File: src/hw/rtl/mpn_pkg.sv
// Shared types and constants of the mount path normalizer.
// Holds the transaction payload structs, the job record that runs from the
// front to the back, and the character and capacity constants.
`timescale 1ns / 1ps

package mpn_pkg;

  // Width of the capacity register and of the kept length counter.
  localparam int unsigned CapW = 13;

  // Capacity limits and reset value.
  localparam logic [CapW-1:0] MaxCapacity = 13'd4096;
  localparam logic [CapW-1:0] MinCapacity = 13'd3;
  localparam logic [CapW-1:0] CapReset    = 13'd256;

  // Characters the front looks for.
  localparam logic [7:0] CharSlash  = 8'h2F;
  localparam logic [7:0] CharDot    = 8'h2E;
  localparam logic [7:0] CharUpA    = 8'h41;
  localparam logic [7:0] CharUpZ    = 8'h5A;
  localparam logic [7:0] CaseOffset = 8'h20;
  localparam logic [7:0] CharNul    = 8'h00;

  // Number of held characters after a path reset (the leading slash).
  localparam logic [1:0] HeldReset = 2'd1;

  // Job queue between front and back.
  localparam int unsigned QueueDepth = 4;
  localparam int unsigned QueuePtrW  = $clog2(QueueDepth);
  localparam int unsigned QueueCntW  = $clog2(QueueDepth + 1);

  // Input transaction payload.
  typedef struct packed {
    logic [7:0] ch;
    logic       has_char;
    logic       is_end;
  } mpn_in_t;

  // Output transaction payload.
  typedef struct packed {
    logic [7:0] out_char;
    logic       char_valid;
    logic       is_verdict;
    logic       accepted;
  } mpn_out_t;

  // Work for one input item. The held characters are always a slash
  // followed by dots, so only their count travels.
  typedef struct packed {
    logic [1:0] flush_cnt;
    logic       emit_ch;
    logic [7:0] ch;
    logic       root;
    logic       verdict;
    logic       ok;
  } mpn_job_t;

endpackage

File: src/hw/rtl/mpn_front.sv
// Front of the mount path normalizer: accepts input transactions, tracks
// the path state and the capacity register, and issues at most one job per item.
// Depends on mpn_pkg.
`timescale 1ns / 1ps

module mpn_front
  import mpn_pkg::*;
(
  input  logic            clk_i,
  input  logic            rst_ni,
  input  logic            cfg_we_i,
  input  logic [CapW-1:0] cfg_wdata_i,
  input  logic            in_valid_i,
  output logic            in_ready_o,
  input  mpn_in_t         in_data_i,
  output logic            job_valid_o,
  input  logic            job_ready_i,
  output mpn_job_t        job_o
);

  logic [CapW-1:0] capacity_q;
  logic            in_lead_q, in_lead_d;
  logic [CapW-1:0] kept_q, kept_d;
  logic [1:0]      held_q, held_d;
  logic            rej_q, rej_d;
  logic            saw_q, saw_d;

  logic            accept;
  logic [CapW-1:0] eff_cap;
  logic            cap_low;
  logic            take;
  logic [7:0]      lc;
  logic [CapW:0]   kept_inc;
  mpn_job_t        job;

  assign in_ready_o = job_ready_i;
  assign accept     = in_valid_i && in_ready_o;

  // Capacity values above the maximum act as the maximum.
  assign eff_cap = (capacity_q > MaxCapacity) ? MaxCapacity : capacity_q;
  assign cap_low = eff_cap < MinCapacity;
  assign take    = in_data_i.has_char && (in_data_i.ch != CharNul);
  assign kept_inc = {1'b0, kept_q} + {{CapW{1'b0}}, 1'b1};

  // ASCII capitals fold to lower case.
  always_comb begin
    lc = in_data_i.ch;
    if (in_data_i.ch >= CharUpA && in_data_i.ch <= CharUpZ) begin
      lc = in_data_i.ch + CaseOffset;
    end
  end

  // Character handling, then the end of path verdict.
  always_comb begin
    in_lead_d = in_lead_q;
    kept_d    = kept_q;
    held_d    = held_q;
    rej_d     = rej_q;
    saw_d     = saw_q;
    job       = '0;

    if (take) begin
      saw_d = 1'b1;
      if (cap_low) begin
        rej_d = 1'b1;
      end
      if (!rej_d) begin
        if (!(in_lead_q && in_data_i.ch == CharSlash)) begin
          in_lead_d = 1'b0;
          if (!(in_data_i.ch == CharSlash && held_q == 2'd1)) begin
            if (kept_inc >= {1'b0, eff_cap}) begin
              rej_d = 1'b1;
            end else begin
              kept_d = kept_inc[CapW-1:0];
              if (lc == CharSlash) begin
                // A slash after held dots closes a dot component and rejects the path.
                if (held_q >= 2'd2) begin
                  rej_d = 1'b1;
                end else begin
                  held_d = 2'd1;
                end
              end else if (lc == CharDot && (held_q == 2'd1 || held_q == 2'd2)) begin
                held_d = held_q + 2'd1;
              end else begin
                job.flush_cnt = held_q;
                job.emit_ch   = 1'b1;
                job.ch        = lc;
                held_d        = 2'd0;
              end
            end
          end
        end
      end
    end

    if (in_data_i.is_end) begin
      job.verdict = 1'b1;
      job.ok      = !rej_d && saw_d && !cap_low && (held_d < 2'd2);
      // A lone held slash leaves only when the path is the root.
      job.root    = job.ok && (held_d == 2'd1) && (kept_d == {{(CapW-1){1'b0}}, 1'b1});
      in_lead_d   = 1'b1;
      kept_d      = {{(CapW-1){1'b0}}, 1'b1};
      held_d      = HeldReset;
      rej_d       = 1'b0;
      saw_d       = 1'b0;
    end
  end

  assign job_o       = job;
  assign job_valid_o = accept && (job.emit_ch || job.verdict);

  // Capacity register.
  always_ff @(posedge clk_i or negedge rst_ni) begin
    if (!rst_ni) begin
      capacity_q <= CapReset;
    end else if (cfg_we_i) begin
      capacity_q <= cfg_wdata_i;
    end
  end

  // Path state advances on each accepted transaction.
  always_ff @(posedge clk_i or negedge rst_ni) begin
    if (!rst_ni) begin
      in_lead_q <= 1'b1;
      kept_q    <= {{(CapW-1){1'b0}}, 1'b1};
      held_q    <= HeldReset;
      rej_q     <= 1'b0;
      saw_q     <= 1'b0;
    end else if (accept) begin
      in_lead_q <= in_lead_d;
      kept_q    <= kept_d;
      held_q    <= held_d;
      rej_q     <= rej_d;
      saw_q     <= saw_d;
    end
  end

endmodule

File: src/hw/rtl/mpn_queue.sv
// Job queue of the mount path normalizer, a small register FIFO that lets
// the front and the back stall on their own.
// Depends on mpn_pkg.
`timescale 1ns / 1ps

module mpn_queue
  import mpn_pkg::*;
(
  input  logic     clk_i,
  input  logic     rst_ni,
  input  logic     push_i,
  input  mpn_job_t push_data_i,
  output logic     not_full_o,
  input  logic     pop_i,
  output logic     not_empty_o,
  output mpn_job_t pop_data_o
);

  mpn_job_t             entries_q [QueueDepth];
  logic [QueuePtrW-1:0] wr_ptr_q;
  logic [QueuePtrW-1:0] rd_ptr_q;
  logic [QueueCntW-1:0] count_q;
  logic                 do_push;
  logic                 do_pop;

  assign not_full_o  = count_q != QueueCntW'(QueueDepth);
  assign not_empty_o = count_q != '0;
  assign pop_data_o  = entries_q[rd_ptr_q];
  assign do_push     = push_i && not_full_o;
  assign do_pop      = pop_i && not_empty_o;

  // Storage needs no reset; only the pointers and the count are control.
  always_ff @(posedge clk_i) begin
    if (do_push) begin
      entries_q[wr_ptr_q] <= push_data_i;
    end
  end

  // Pointers and fill count.
  always_ff @(posedge clk_i or negedge rst_ni) begin
    if (!rst_ni) begin
      wr_ptr_q <= '0;
      rd_ptr_q <= '0;
      count_q  <= '0;
    end else begin
      if (do_push) begin
        wr_ptr_q <= wr_ptr_q + QueuePtrW'(1);
      end
      if (do_pop) begin
        rd_ptr_q <= rd_ptr_q + QueuePtrW'(1);
      end
      if (do_push && !do_pop) begin
        count_q <= count_q + QueueCntW'(1);
      end else if (do_pop && !do_push) begin
        count_q <= count_q - QueueCntW'(1);
      end
    end
  end

endmodule

File: src/hw/rtl/mpn_back.sv
// Back of the mount path normalizer: expands each job into its result
// transactions into the output register, one a cycle while it is not stalled.
// Depends on mpn_pkg.
`timescale 1ns / 1ps

module mpn_back
  import mpn_pkg::*;
(
  input  logic     clk_i,
  input  logic     rst_ni,
  input  logic     job_valid_i,
  input  mpn_job_t job_i,
  output logic     job_pop_o,
  output logic     out_valid_o,
  input  logic     out_ready_i,
  output mpn_out_t out_data_o
);

  mpn_job_t   cur_q, cur_d;
  logic       cur_valid_q, cur_valid_d;
  logic [1:0] pos_q, pos_d;
  logic       out_valid_q, out_valid_d;
  mpn_out_t   out_q, out_d;

  logic       step;
  logic       last;
  logic       load;
  mpn_out_t   res;
  mpn_job_t   rest;
  logic [1:0] pos_next;

  assign step = cur_valid_q && (!out_valid_q || out_ready_i);

  // Pick the next result of the current job: held characters, the
  // character, the root slash, then the verdict.
  always_comb begin
    res      = '0;
    rest     = cur_q;
    pos_next = pos_q;
    if (pos_q < cur_q.flush_cnt) begin
      res.out_char   = (pos_q == 2'd0) ? CharSlash : CharDot;
      res.char_valid = 1'b1;
      pos_next       = pos_q + 2'd1;
    end else if (cur_q.emit_ch) begin
      res.out_char   = cur_q.ch;
      res.char_valid = 1'b1;
      rest.emit_ch   = 1'b0;
    end else if (cur_q.root) begin
      res.out_char   = CharSlash;
      res.char_valid = 1'b1;
      rest.root      = 1'b0;
    end else begin
      res.is_verdict = 1'b1;
      res.accepted   = cur_q.ok;
      rest.verdict   = 1'b0;
    end
    last = (pos_next >= cur_q.flush_cnt) && !rest.emit_ch && !rest.root && !rest.verdict;
  end

  // Current job register and its refill from the queue.
  always_comb begin
    cur_d       = cur_q;
    cur_valid_d = cur_valid_q;
    pos_d       = pos_q;
    load        = !cur_valid_q || (step && last);
    if (step) begin
      cur_d = rest;
      pos_d = pos_next;
    end
    if (load) begin
      cur_valid_d = job_valid_i;
      cur_d       = job_i;
      pos_d       = 2'd0;
    end
  end

  assign job_pop_o = load && job_valid_i;

  // Output register.
  always_comb begin
    out_valid_d = out_valid_q;
    out_d       = out_q;
    if (step) begin
      out_valid_d = 1'b1;
      out_d       = res;
    end else if (out_ready_i) begin
      out_valid_d = 1'b0;
    end
  end

  always_ff @(posedge clk_i or negedge rst_ni) begin
    if (!rst_ni) begin
      cur_valid_q <= 1'b0;
      pos_q       <= 2'd0;
      out_valid_q <= 1'b0;
    end else begin
      cur_valid_q <= cur_valid_d;
      pos_q       <= pos_d;
      out_valid_q <= out_valid_d;
    end
  end

  // Payload registers carry no reset.
  always_ff @(posedge clk_i) begin
    cur_q <= cur_d;
    out_q <= out_d;
  end

  assign out_valid_o = out_valid_q;
  assign out_data_o  = out_q;

endmodule

File: src/hw/rtl/mount_path_normalizer_unit.sv
// Top level of the mount path normalizer.
// Instantiates mpn_front, mpn_queue and mpn_back; depends on mpn_pkg.
//
// The block takes one path character per input transaction, ending with an
// item that has is_end set, and returns the canonical mount path followed by
// one verdict transaction; on a reject the consumer drops the characters of
// that path. An input transaction is taken in every cycle while the four
// entry job queue has room, and each one yields from zero to five results.
// While out_ready_i is high the output port delivers one result per cycle,
// so the sustained rate is one item per cycle for items that yield at most
// one result, and bursts of held characters drain at one per cycle. The first
// result of an item passes through the job queue, the current job register of
// the back and the output register before it is valid at the output.
// The capacity register is written with cfg_we_i and applies to later items.
`timescale 1ns / 1ps

module mount_path_normalizer_unit
  import mpn_pkg::*;
(
  input  logic            clk_i,
  input  logic            rst_ni,
  input  logic            cfg_we_i,
  input  logic [CapW-1:0] cfg_wdata_i,
  input  logic            in_valid_i,
  output logic            in_ready_o,
  input  mpn_in_t         in_data_i,
  output logic            out_valid_o,
  input  logic            out_ready_i,
  output mpn_out_t        out_data_o
);

  logic     push;
  mpn_job_t push_job;
  logic     not_full;
  logic     pop;
  logic     not_empty;
  mpn_job_t head_job;

  // Front classifies each transaction into a job.
  mpn_front u_front (
    .clk_i       (clk_i),
    .rst_ni      (rst_ni),
    .cfg_we_i    (cfg_we_i),
    .cfg_wdata_i (cfg_wdata_i),
    .in_valid_i  (in_valid_i),
    .in_ready_o  (in_ready_o),
    .in_data_i   (in_data_i),
    .job_valid_o (push),
    .job_ready_i (not_full),
    .job_o       (push_job)
  );

  // Queue decouples the two sides.
  mpn_queue u_queue (
    .clk_i       (clk_i),
    .rst_ni      (rst_ni),
    .push_i      (push),
    .push_data_i (push_job),
    .not_full_o  (not_full),
    .pop_i       (pop),
    .not_empty_o (not_empty),
    .pop_data_o  (head_job)
  );

  // Back serializes jobs into result transactions.
  mpn_back u_back (
    .clk_i       (clk_i),
    .rst_ni      (rst_ni),
    .job_valid_i (not_empty),
    .job_i       (head_job),
    .job_pop_o   (pop),
    .out_valid_o (out_valid_o),
    .out_ready_i (out_ready_i),
    .out_data_o  (out_data_o)
  );

endmodule
File: config.mk
export PLATFORM = sky130hd
export DESIGN_NAME = mount_path_normalizer_unit
export DESIGN_NICKNAME = d
export VERILOG_FILES = /design/src/hw/rtl/mpn_pkg.sv /design/src/hw/rtl/mpn_front.sv /design/src/hw/rtl/mpn_queue.sv /design/src/hw/rtl/mpn_back.sv /design/src/hw/rtl/mount_path_normalizer_unit.sv
export SDC_FILE = /design/constraint.sdc
export NUM_CORES = 1
export LEC_CHECK = 0
export BUFFER_PORTS_ARGS = -buffer_cell sky130_fd_sc_hd__buf_2
export CORE_UTILIZATION = 40
export CTS_CLUSTER_SIZE = 8
export DETAILED_ROUTE_END_ITERATION = 16
export GPL_ROUTABILITY_DRIVEN = 0
export GPL_TIMING_DRIVEN = 0
export PLACE_DENSITY_LB_ADDON = 0.2
export RECOVER_POWER = 50
export SKIP_LAST_GASP = 1
export SYNTH_ARGS = -nofsm -noshare
export SYNTH_HDL_FRONTEND = slang
export SYNTH_SLANG_ARGS = --single-unit
File: constraint.sdc
create_clock -name clk_i -period 8.1 [get_ports clk_i]
set_input_delay 2.43 -clock clk_i [delete_from_list [all_inputs] [get_ports clk_i]]
set_output_delay 2.43 -clock clk_i [all_outputs]
set_load 0.02 [all_outputs]
==> summary.md <==
| Metric | Value |
|---|---|
| Internal power | `1.75 mW` |
| H-tree lvl count | `4` |
| Overflow after GRT | `0` |
| TNS Setup | `0 ns` |
| Setup bufs post-CTS | `0` |
| Final setup fails | `0` |
| Vias/cell | `5.36` |
| Die X | `127 um` |
| Clock network power share | `29.5%` |
| Layout filler cell count | `1388` |
| PortBufs | `40` |
| Synth Register Bits | `123` |
| P_leak | `2.79 nW` |
| Layout cells sized above 1 | `20.5%` |
| GR Util All Layers | `17.3%` |
| Post-Syn Nets | `553` |
| CTS tree | `yes` |
| Final period util | `63.1%` |
| Via Count | `4065` |
| Clk_lat worst skew | `0.42 ns` |
| Main synth FF type | `edfxtp_1` |
| 1st-pass router iterations | `4` |
| Starting Density | `41.1%` |
| Skew final | `0.00710 ns` |
| Post-layout min period | `5.11 ns` |
| First-pass GRT wire length | `21000 um` |
| Hold Path Depth | `1` |
| Netlist Area Pre-Place | `0.00624 sq mm` |
| RSZ-0062 raised after global routing | `no` |
| Crit path DAT | `5.14 ns` |
| Commonest cells after routing, fill and taps aside | `edfxtp_1, nand2_1, dfrtp_1` |
| Power density cells | `364 mW/mm^2` |
| Vias in the first global route | `4065` |
| Pins Over Slew Limit | `43` |
| Sequential Power Share | `37.6%` |
| Synth area leader | `edfxtp_1` |
| Synthesis Warnings | `0` |
| Mean Syn Cell Area | `12.5 sq um` |
| Core Region | `0.0152 sq mm` |
| Slew @ Worst Pin | `2.38 ns` |
| Combinational Power Share | `32.9%` |
| Max_cap viols | `1` |
| Initial antenna violation count | `0` |
| Die Footprint | `0.0161 sq mm` |
| Worst min-delay path class | `register to register` |
| Largest net degree at the start of global routing | `43` |
| Most common cell after layout, fill and taps aside | `edfxtp_1` |
| DRT antenna net count | `0` |
| Final Hold Viols | `0` |
| EDFF count, synth | `81` |
| Crit path launch type | `register` |
| Hold slack | `0.494 ns` |
| DRC errors left | `0` |
| Initial DRC count | `438` |
| Post-CTS Resized | `0` |
| Top-level port count | `41` |
| Post-synthesis sequential area ratio | `55.9%` |
| Largest fanout on the critical path | `14` |
| Area growth syn-to-layout | `16.5%` |
| # clock sinks | `123` |
| Dpl hpwl | `9060 um` |
| Worst endpoint required time | `8.13 ns` |
| Max VDD drop | `0.159 mV` |
| Drt total wl | `12600 um` |
| ANT cells | `0` |
| Net switching power | `0.897 mW` |
| Clk pin slew, worst setup/hold paths | `0.06 ns` |
| Synth area leaders | `edfxtp_1, dfrtp_1, ha_1` |
| Clock buffers created by TritonCTS | `17` |
| Failing checks | `capacitance limit, slew limit` |
| Setup CP Type | `register to register` |
| FF-to-FF path depth | `17` |
| Crit path capture type | `register` |
| Synth unique cells | `70` |
| Mean routed wirelength per cell | `16.6 um` |
| Switch share | `33.9%` |
| Die height | `127 um` |
| Mapped Cells | `498` |
| Synth async-reset ratio | `34.1%` |
| Rel. slew slack | `-58.7%` |
| # hold bufs at CTS | `0` |
| Std-Cell Rows | `45` |
| Status | `finished, violations left` |
| Clk buf depth | `2` |
| Synth top area share | `39.0%` |
| Maximum clock rate | `196 MHz` |
| Clock Root Buffer | `clkbuf_16` |
| Final nets | `612` |
==> power by group through the flow <==
stage          Sequential (mW)  Clock [mW]  Combinational [mW]
3_3_place_gp              1.00           0               0.870
6_report                 0.994       0.781               0.870
5_1_grt                   1.01       0.827               0.986
3_5_place_dp              1.00           0               0.889
2_1_floorplan             1.01           0               0.641
4_1_cts                  0.994       0.797               0.893
==> registers in the layout (all words and copies together), names as in the netlist, 2 cells and up <==
name,flops
u_queue.entries_q,56
u_front.held_q,2
u_front.capacity_q,13
u_queue.wr_ptr_q,2
u_back.out_data_o,11
u_queue.count_q,3
u_back.pos_q,2
u_queue.rd_ptr_q,2
u_front.kept_q,13
u_back.cur_q,14
==> layer usage <==
| layer | track usage, % | wire, um | share of wire (%) |
|---|---|---|---|
| met3 | 4.43 | 509 | 4.0 |
| met1 | 22.2 | 5710 | 45 |
| met4 | 7.77 | 270 | 2.1 |
| met2 | 27.7 | 6090 | 48 |
| met5 | 0 | 0 | 0 |
==> kinds of logic (layout without fill, tap and decap cells) <==
kind of cell,after synthesis,in the layout,share of synthesized area [%]
mux,29,29,7.80
flops,123,123,55.9
xor+xnor,19,19,2.67
fa+ha+maj,28,28,5.69
buf+inv,48,120,3.37
simple gates,160,160,14.1
compound gates,91,91,10.5
==> path summary, 6_finish.rpt <==
| path | startpoint | end | slack (ns) |
|---|---|---|---|
| worst min-delay path | u_queue.count_q[2] | u_queue.count_q[2] | 0.49 |
| worst max register to register | u_front.kept_q[0] | u_queue.entries_q[3][11] | 2.99 |
| min in group asynchronous | rst_ni | u_queue.rd_ptr_q[1] | 2.74 |
| worst max-delay path | u_front.kept_q[0] | u_queue.entries_q[3][11] | 2.99 |
| worst min register to register | u_queue.count_q[2] | u_queue.count_q[2] | 0.49 |
| max in group asynchronous | rst_ni | u_front.capacity_q[9] | 4.01 |
==> cell usage after synthesis (2+ instances only) <==
| cell | n |
|---|---|
| a211oi_1 | 4 |
| a21o_1 | 3 |
| a21oi_1 | 24 |
| a22oi_1 | 3 |
| a32o_1 | 2 |
| a41oi_1 | 7 |
| and2_1 | 21 |
| and3_1 | 10 |
| and3b_1 | 4 |
| buf_2 | 9 |
| buf_6 | 2 |
| clkbuf_1 | 11 |
| dfrtp_1 | 38 |
| dfstp_2 | 4 |
| edfxtp_1 | 81 |
| ha_1 | 26 |
| inv_1 | 23 |
| mux2_2 | 13 |
| mux4_2 | 14 |
| nand2_1 | 46 |
| nand2b_1 | 7 |
| nand3_1 | 9 |
| nand3_2 | 3 |
| nand4_1 | 5 |
| nor2_1 | 21 |
| nor2b_1 | 4 |
| nor3_1 | 10 |
| nor4_1 | 5 |
| nor4b_1 | 4 |
| o211ai_1 | 2 |
| o21a_1 | 4 |
| o21ai_0 | 15 |
| o21ai_1 | 2 |
| o22ai_1 | 3 |
| o31a_1 | 2 |
| o31ai_1 | 4 |
| o31ai_2 | 2 |
| or3_1 | 2 |
| xnor2_1 | 12 |
| xor2_1 | 7 |
==> metrics by stage <==
| step | setup WS, ns | power (mW) | instances | cell area (sq um) | util (%) |
|---|---|---|---|---|---|
| final | 2.99 | 2.65 | 758 | 7270 | 47.8 |
| after global routing | 2.65 | 2.83 | 758 | 7270 | 47.8 |
| after CTS | 2.93 | 2.68 | 758 | 7290 | 48.0 |
| after detailed placement | 2.63 | 1.89 | 726 | 6680 | 43.9 |
| after global placement | 2.58 | 1.87 | 726 | 6680 | 43.9 |
| after floorplan | 3.21 | 1.65 | 498 | 6240 | - |
==> worst max-delay path: stages (launching register included) <==
cell and delay, ns:
dfstp_2 0.62, ha_1 0.16, buf_2 0.18, and3_1 0.21
and3_1 0.16, buf_2 0.18, nand3_1 0.11, xor2_1 0.20
inv_1 0.12, ha_1 0.33, a41oi_1 0.21, o21ai_1 0.09
a221o_1 0.36, a41o_1 0.22, buf_6 0.15, a211oi_4 0.28
o21ai_4 0.12, nor2_1 1.02
==> area by class of cell <==
cell class	count	area, sq um	share of cell area, %
plain buffers	24	119	1.63
multi-input cells	327	2540	35.0
repair buffers	40	179	2.46
clock buffers	17	425	5.85
clock inverters	15	189	2.60
inverters	24	90.1	1.24
well taps	188	235	3.24
flip-flops and latches	123	3490	48.0
No activity file was read; power rests on OpenSTA's default activity.
